--- src/rtl/adll_pkg.sv ---
`default_nettype none
// shared constants, types and helper functions of the array doubly linked list
package adll_pkg;

	// pool size must be a power of two: outside indices wrap by dropping high bits
	localparam int POOL_SLOTS = 1024;
	localparam int DATA_BITS  = 32;

	localparam int SLOT_W = $clog2(POOL_SLOTS);
	localparam int NF_W   = $clog2(POOL_SLOTS + 1);
	localparam int IDX_W  = 11;
	localparam int VAL_W  = 32;
	localparam int OP_W   = 3;
	localparam int SUM_W  = ((SLOT_W > IDX_W) ? SLOT_W : IDX_W) + 1;
	localparam int CNT_W  = ((NF_W > IDX_W) ? NF_W : IDX_W) + 1;
	localparam int EXT_W  = VAL_W + DATA_BITS;

	typedef logic [SLOT_W-1:0]    slot_t;
	typedef logic [NF_W-1:0]      nf_t;
	typedef logic [DATA_BITS-1:0] data_t;

	typedef enum logic [OP_W-1:0] {
		OP_START      = 3'd0,
		OP_LOAD       = 3'd1,
		OP_INS_AFTER  = 3'd2,
		OP_INS_BEFORE = 3'd3,
		OP_REMOVE     = 3'd4
	} adll_op_t;

	localparam logic KIND_INSERT = 1'b0;
	localparam logic KIND_REMOVE = 1'b1;

	typedef enum logic [2:0] {
		ST_IDLE,
		ST_RD_INS,
		ST_RD_RM,
		ST_INS_NEW,
		ST_INS_LINK,
		ST_RM_LINK
	} adll_state_t;

	typedef struct packed {
		logic start_op;
		logic load_op;
		logic capture;
		logic after;
		logic read;
		logic ins_new;
		logic ins_link;
		logic rm_link;
		logic refuse_ins;
		logic refuse_rm;
	} adll_cmd_t;

	typedef struct packed {
		logic pool_full;
		logic at_sentinel;
	} adll_status_t;

	// outside index plus one, wrapped into the pool
	function automatic slot_t to_slot(input logic [IDX_W-1:0] f);
		logic [SUM_W-1:0] sum;
		sum = SUM_W'($signed(f)) + SUM_W'(1);
		return sum[SLOT_W-1:0];
	endfunction

	function automatic data_t to_data(input logic [VAL_W-1:0] v);
		logic [EXT_W-1:0] w;
		w = EXT_W'($signed(v));
		return w[DATA_BITS-1:0];
	endfunction

	function automatic logic [VAL_W-1:0] to_result(input data_t d);
		logic [EXT_W-1:0] w;
		w = EXT_W'($signed(d));
		return w[VAL_W-1:0];
	endfunction

	// first free slot after a start: negative count is zero, overflow is full
	function automatic nf_t start_count(input logic [IDX_W-1:0] n);
		logic signed [CNT_W-1:0] c;
		c = CNT_W'($signed(n));
		if (c < 0) begin
			c = '0;
		end
		c = c + CNT_W'(1);
		if (c > $signed(CNT_W'(POOL_SLOTS))) begin
			return NF_W'(POOL_SLOTS);
		end
		return c[NF_W-1:0];
	endfunction

endpackage
`default_nettype wire

--- src/rtl/adll_ctrl.sv ---
`default_nettype none
// operation sequencer of the array doubly linked list
module adll_ctrl import adll_pkg::*; (
	input  logic               clk,
	input  logic               arst_n,
	input  logic               start,
	input  logic [OP_W-1:0]    op,
	input  adll_status_t       status,
	output logic               busy,
	output adll_cmd_t          cmd
);

	adll_state_t state_q, state_d;

	always_ff @(posedge clk or negedge arst_n) begin
		if (!arst_n) begin
			state_q <= ST_IDLE;
		end else begin
			state_q <= state_d;
		end
	end

	always_comb begin
		state_d = state_q;
		cmd     = '0;
		busy    = (state_q != ST_IDLE);
		case (state_q)
			ST_IDLE: begin
				if (start) begin
					case (op)
						OP_START: begin
							cmd.start_op = 1'b1;
						end
						OP_LOAD: begin
							cmd.load_op = 1'b1;
						end
						OP_INS_AFTER, OP_INS_BEFORE: begin
							if (status.pool_full) begin
								cmd.refuse_ins = 1'b1;
							end else begin
								cmd.capture = 1'b1;
								cmd.after   = (op == OP_INS_AFTER);
								state_d     = ST_RD_INS;
							end
						end
						OP_REMOVE: begin
							if (status.at_sentinel) begin
								cmd.refuse_rm = 1'b1;
							end else begin
								cmd.capture = 1'b1;
								state_d     = ST_RD_RM;
							end
						end
						default: begin
						end
					endcase
				end
			end
			ST_RD_INS: begin
				cmd.read = 1'b1;
				state_d  = ST_INS_NEW;
			end
			ST_RD_RM: begin
				cmd.read = 1'b1;
				state_d  = ST_RM_LINK;
			end
			ST_INS_NEW: begin
				cmd.ins_new = 1'b1;
				state_d     = ST_INS_LINK;
			end
			ST_INS_LINK: begin
				cmd.ins_link = 1'b1;
				state_d      = ST_IDLE;
			end
			ST_RM_LINK: begin
				cmd.rm_link = 1'b1;
				state_d     = ST_IDLE;
			end
			default: begin
				state_d = ST_IDLE;
			end
		endcase
	end

endmodule
`default_nettype wire

--- config.mk ---
export PLATFORM = sky130hd
export DESIGN_NAME = adll_ctrl
export DESIGN_NICKNAME = d
export VERILOG_FILES = /design/src/rtl/adll_pkg.sv /design/src/rtl/adll_ctrl.sv
export SDC_FILE = /design/constraint.sdc
export NUM_CORES = 1
export LEC_CHECK = 0
export BUFFER_PORTS_ARGS = -buffer_cell sky130_fd_sc_hd__buf_4
export CORE_AREA = 2 2 39 41
export CTS_BUF_LIST = sky130_fd_sc_hd__clkbuf_8
export DETAILED_ROUTE_END_ITERATION = 8
export DIE_AREA = 0 0 41 43
export SETUP_SLACK_MARGIN = 0.5
export SLEW_MARGIN = 10
export SYNTH_ARGS = -nofsm -noshare
export SYNTH_HDL_FRONTEND = slang
export SYNTH_SLANG_ARGS = --single-unit
--- constraint.sdc ---
create_clock -name clk -period 1.6 [get_ports clk]
set_input_delay 0.24 -clock clk [delete_from_list [all_inputs] [get_ports clk]]
set_output_delay 0.24 -clock clk [all_outputs]
set_load 0.01 [all_outputs]
# == After elaboration in Yosys (flattened, before gate mapping) ==
# Cells that the tools add are included.
# classes
n_eq_ne,13
muxes,23
reduce_logical,6
# op_table
operator,n
== test 3 x 2 -> 1 bit (second input constant),4
2-to-1 mux 1 bit,12
case mux 3 bit (4 select lines),1
== test 3 bit (second input constant),3
2-to-1 mux 3 bit,3
2-to-1 mux 4 bit,2
== test 3 x 1 -> 1 bit (second input constant),2
zero test 3 bit,2
2-to-1 mux 2 bit,3
!= test 3 bit (second input constant),2
case mux 3 bit (2 select lines),1
AND reduction 4 bit,1
OR reduction 2 bit,2
!= test 3 x 1 -> 1 bit (second input constant),1
nonzero test 3 bit,1
!= test 2 bit (second input constant),1
case mux 1 bit (2 select lines),1
# word_totals
register_bits,3
in_bits,8
out_inout_bits,11
wordCells,43

# == Logic depth before layout (Yosys ltp) ==
# logic_depth
ltp_word,5
ltp_mapped,4
ltp_nobuf,2

# == Worst setup path before layout ==
# OpenSTA, ideal clock, no wires.
# synth_timing
path_kind,register to output
from,register state_q[1]
to,output port cmd[1] in the netlist's numbering
arrival_time_ps,1462
t_required_ps,1360
path_slack_ps,-102
stages_incl_launch_ff,5
path_buffers,2
cell_sequence,dfrtp_1 buf_6 or4b_1 buf_2 nor3_1
# synth_lines
item,line,source
from (decl),adll_ctrl.sv:13,"adll_state_t state_q, state_d;"
from (signal assigned),adll_ctrl.sv:19,state_q <= state_d;
to (decl),adll_ctrl.sv:10,output adll_cmd_t cmd

==> impl_metrics.csv <==
group,metric,value,unit
worst_setup_path,cp.required,1.36,ns
sta,hold_viol_final,0,
final_layout,syn_to_final_growth,118.1,%
yosys,synth_top_area_cell,"dfrtp_1",
clocking,cts-root-buf,"clkbuf_8",
route,drt-total-wl,920,um
die,die-area,1763,um^2
clocking,clock-sinks,3,
die,io_pins,19,
route,via_count,351,
route,drt-initial-drc-count,2,
route,wl_per_cell,12.27,um
final_layout,stdcell_count,75,
sta,setup_ws,-0.2663,ns
power_and_ir_drop,ir_drop,624.4,uV
clocking,cts_max_level,1,
worst_setup_path,cp.arrival,1.63,ns
placed_design,place.gp.congestion,0.6946,
yosys,synth-seq-cells,3,
final_layout,layout-drive-gt1-share,0.7627,
die,rows,14,
sta,rsz0062_at_grt,"yes",
sta,fin_worst_skew,0.002330,ns
placed_design,hpwl,540.8,um
die,die_w,41,um
final_layout,fillers,151,
global_routing,grt_max_degree,9,
final_layout,finalNetCount,68,
power_and_ir_drop,p_seq_frac,0.125,
power_and_ir_drop,switching_share,0.3535,
sta,setup_viol,6,
clocking,clockBufferDepth,2,
final_layout,antenna_cells,0,
die,coreArea,1384,um^2
global_routing,grt-ovfl-total,0,
global_routing,grt_use_total,0.1237,
power_and_ir_drop,combPwrFrac,0.669,
clocking,tritoncts,"built",
power_and_ir_drop,power.switching,0.3749,mW
sta,clock.fmax,0.5358,GHz
power_and_ir_drop,p_int,0.6855,mW
yosys,synth_area_leaders,"dfrtp_1 (25%), nor4b_4 (8.0%), nor4_4 (7.2%), or3b_2 (5.9%), nor4_2 (4.2%)",
global_routing,antenna_found_initial,0,
sta,fin_crit_sh,1.166,
worst_setup_path,end_kind,"primary output",
final_layout,layout_commonest_cell,"buf_4",
power_and_ir_drop,clockPowerShare,0.206,
clocking,numCtsBuffers,3,
clocking,clkSlewWorstSetupHoldPaths,0.03,ns
yosys,synth_top_area_frac,0.2532,
route,drt_first_pass_iters,4,
global_routing,grt_pass1_wl,1.373,mm
route,viasPerCell,4.680,
final_layout,top_register,"state_q",
yosys,seq_area_frac_synth,0.2532,
yosys,synth_cells,31,
worst_setup_path,crit_type,"register to primary output",
worst_setup_path,path_max_fanout,6,
yosys,ys_types,21,
placed_design,placed_area,480.5,um^2
sta,holdWs,0.3251,ns
placed_design,dp.cells,66,
placed_design,io_buffer_count,18,
die,start_util,0.2143,
die,die_y,43,um
power_and_ir_drop,power_density,1639,nW/um^2
run_status,status,"complete, but fails checks",
yosys,syn_nets,39,
final_layout,top_regs,"state_q (3)",
route,drc,0,
power_and_ir_drop,total_leakage_power,0.2899,nW
sta,drv_slew,0,
worst_setup_path,crit_path_start_kind,"register",
sta,min_period,1.866,ns
final_layout,largest_reg_flops,3,
run_status,violations,"negative setup slack",
global_routing,grt_pass1_vias,322,
yosys,synth.cell_area,296.5,um^2
run,drv_cap,0,
yosys,yosys_warnings,0,
final_layout,finalCoreUtilization,0.4675,
yosys,synth.avg_cell_area,9.566,um^2
final_layout,fin_area,646.9,um^2
clocking,clk_latency,0.22,ns
hold_path,hold_class,"input pin to register",
route,ant_nets,0,
final_layout,layout_common_cells,"buf_4 (17), buf_6 (9), nand2_1 (3), clkbuf_8 (3), dfrtp_1 (3)",
sta,slew_headroom,0.8135,
sta,worstMarginPinSlew,0.2760,ns
-- path summary, 6_finish.rpt --
kind	cells after the start	end	from	slack (ns)
worst max register to register	6	state_q[1]$_DFFE_PN0P_	state_q[1]$_DFFE_PN0P_	0.19
max in group asynchronous	2	state_q[0]$_DFFE_PN0P_	arst_n	1.15
worst max-delay path	4	cmd[8]	state_q[1]$_DFFE_PN0P_	-0.27
worst min-delay path	3	state_q[1]$_DFFE_PN0P_	status[0]	0.33
min in group asynchronous	2	state_q[1]$_DFFE_PN0P_	arst_n	0.35
worst min register to register	2	state_q[2]$_DFFE_PN0P_	state_q[2]$_DFFE_PN0P_	0.59
-- final cells by class --
cell class | instances | area, um^2 | area share
Multi-Input combinational cell | 25 | 267.8 | 0.4139
Timing Repair Buffer | 27 | 239.0 | 0.3694
Clock inverter | 1 | 3.754 | 0.005803
Tap cell | 16 | 20.02 | 0.03095
Clock buffer | 3 | 41.29 | 0.06383
Sequential cell | 3 | 75.07 | 0.1161
-- critical path, stage by stage (launching register included) --
cell and delay (ns):
dfrtp_1 0.36, or4b_4 0.53, buf_6 0.16, nor4b_4 0.20
buf_4 0.15
-- synthesized netlist by cell type --
| master | number |
|---|---|
| a21oi_1 | 2 |
| and2_1 | 1 |
| buf_2 | 2 |
| buf_6 | 1 |
| dfrtp_1 | 3 |
| nand2_1 | 3 |
| nor2_1 | 3 |
| nor2b_1 | 1 |
| nor3_1 | 2 |
| nor3b_1 | 1 |
| nor4_2 | 1 |
| nor4_4 | 1 |
| nor4b_4 | 1 |
| nor4bb_1 | 1 |
| o2bb2ai_1 | 1 |
| o31a_1 | 1 |
| or3_1 | 1 |
| or3b_2 | 2 |
| or4b_1 | 1 |
| or4b_2 | 1 |
| xnor2_1 | 1 |
-- cells by family after synthesis --
kind of cell    synth area share
compound gates           0.09284
xor+xnor                 0.02954
buf+inv                  0.07173
simple gates              0.5528
flops                     0.2532
-- through the flow --
step,power [mW],TNS (ns),setup slack [ns]
final,1.060,-1.309,-0.2663
after global routing,1.118,-1.520,-0.2984
after CTS,0.9897,-1.267,-0.2694
after detailed placement,0.5918,-0.08677,-0.04263
after global placement,0.5863,-0.07882,-0.04066
after floorplan,0.4209,-0.1906,-0.05700
-- power by group through the flow --
stage / Clock, mW / Sequential [mW] / Combinational, mW
2_1_floorplan: 0 / 0.133 / 0.288
3_3_place_gp: 0 / 0.127 / 0.459
3_5_place_dp: 0 / 0.129 / 0.463
4_1_cts: 0.222 / 0.128 / 0.641
5_1_grt: 0.226 / 0.134 / 0.758
6_report: 0.219 / 0.132 / 0.709
-- routing by layer --
metal | up-vias | track usage | share of wire
met5 | - | 0 | 0
met4 | 0 | 0.1200 | 0.015
met3 | 2 | 0.03141 | 0.034
met2 | 9 | 0.1875 | 0.53
met1 | 170 | 0.1262 | 0.42
li1 | 170 | - | -
-- timing repair --
| item | in CTS | in global routing |
|---|---|---|
| endpoints found under the setup margin | 12 | 13 |
| hold endpoints to repair | 3 | 0 |
| setup buffers | 3 | 1 |
| gates resized for setup | 15 | 5 |
| hold buffers | 1 | 0 |
| pin swaps | 7 | 5 |
Power figures use the tool's default switching activity.
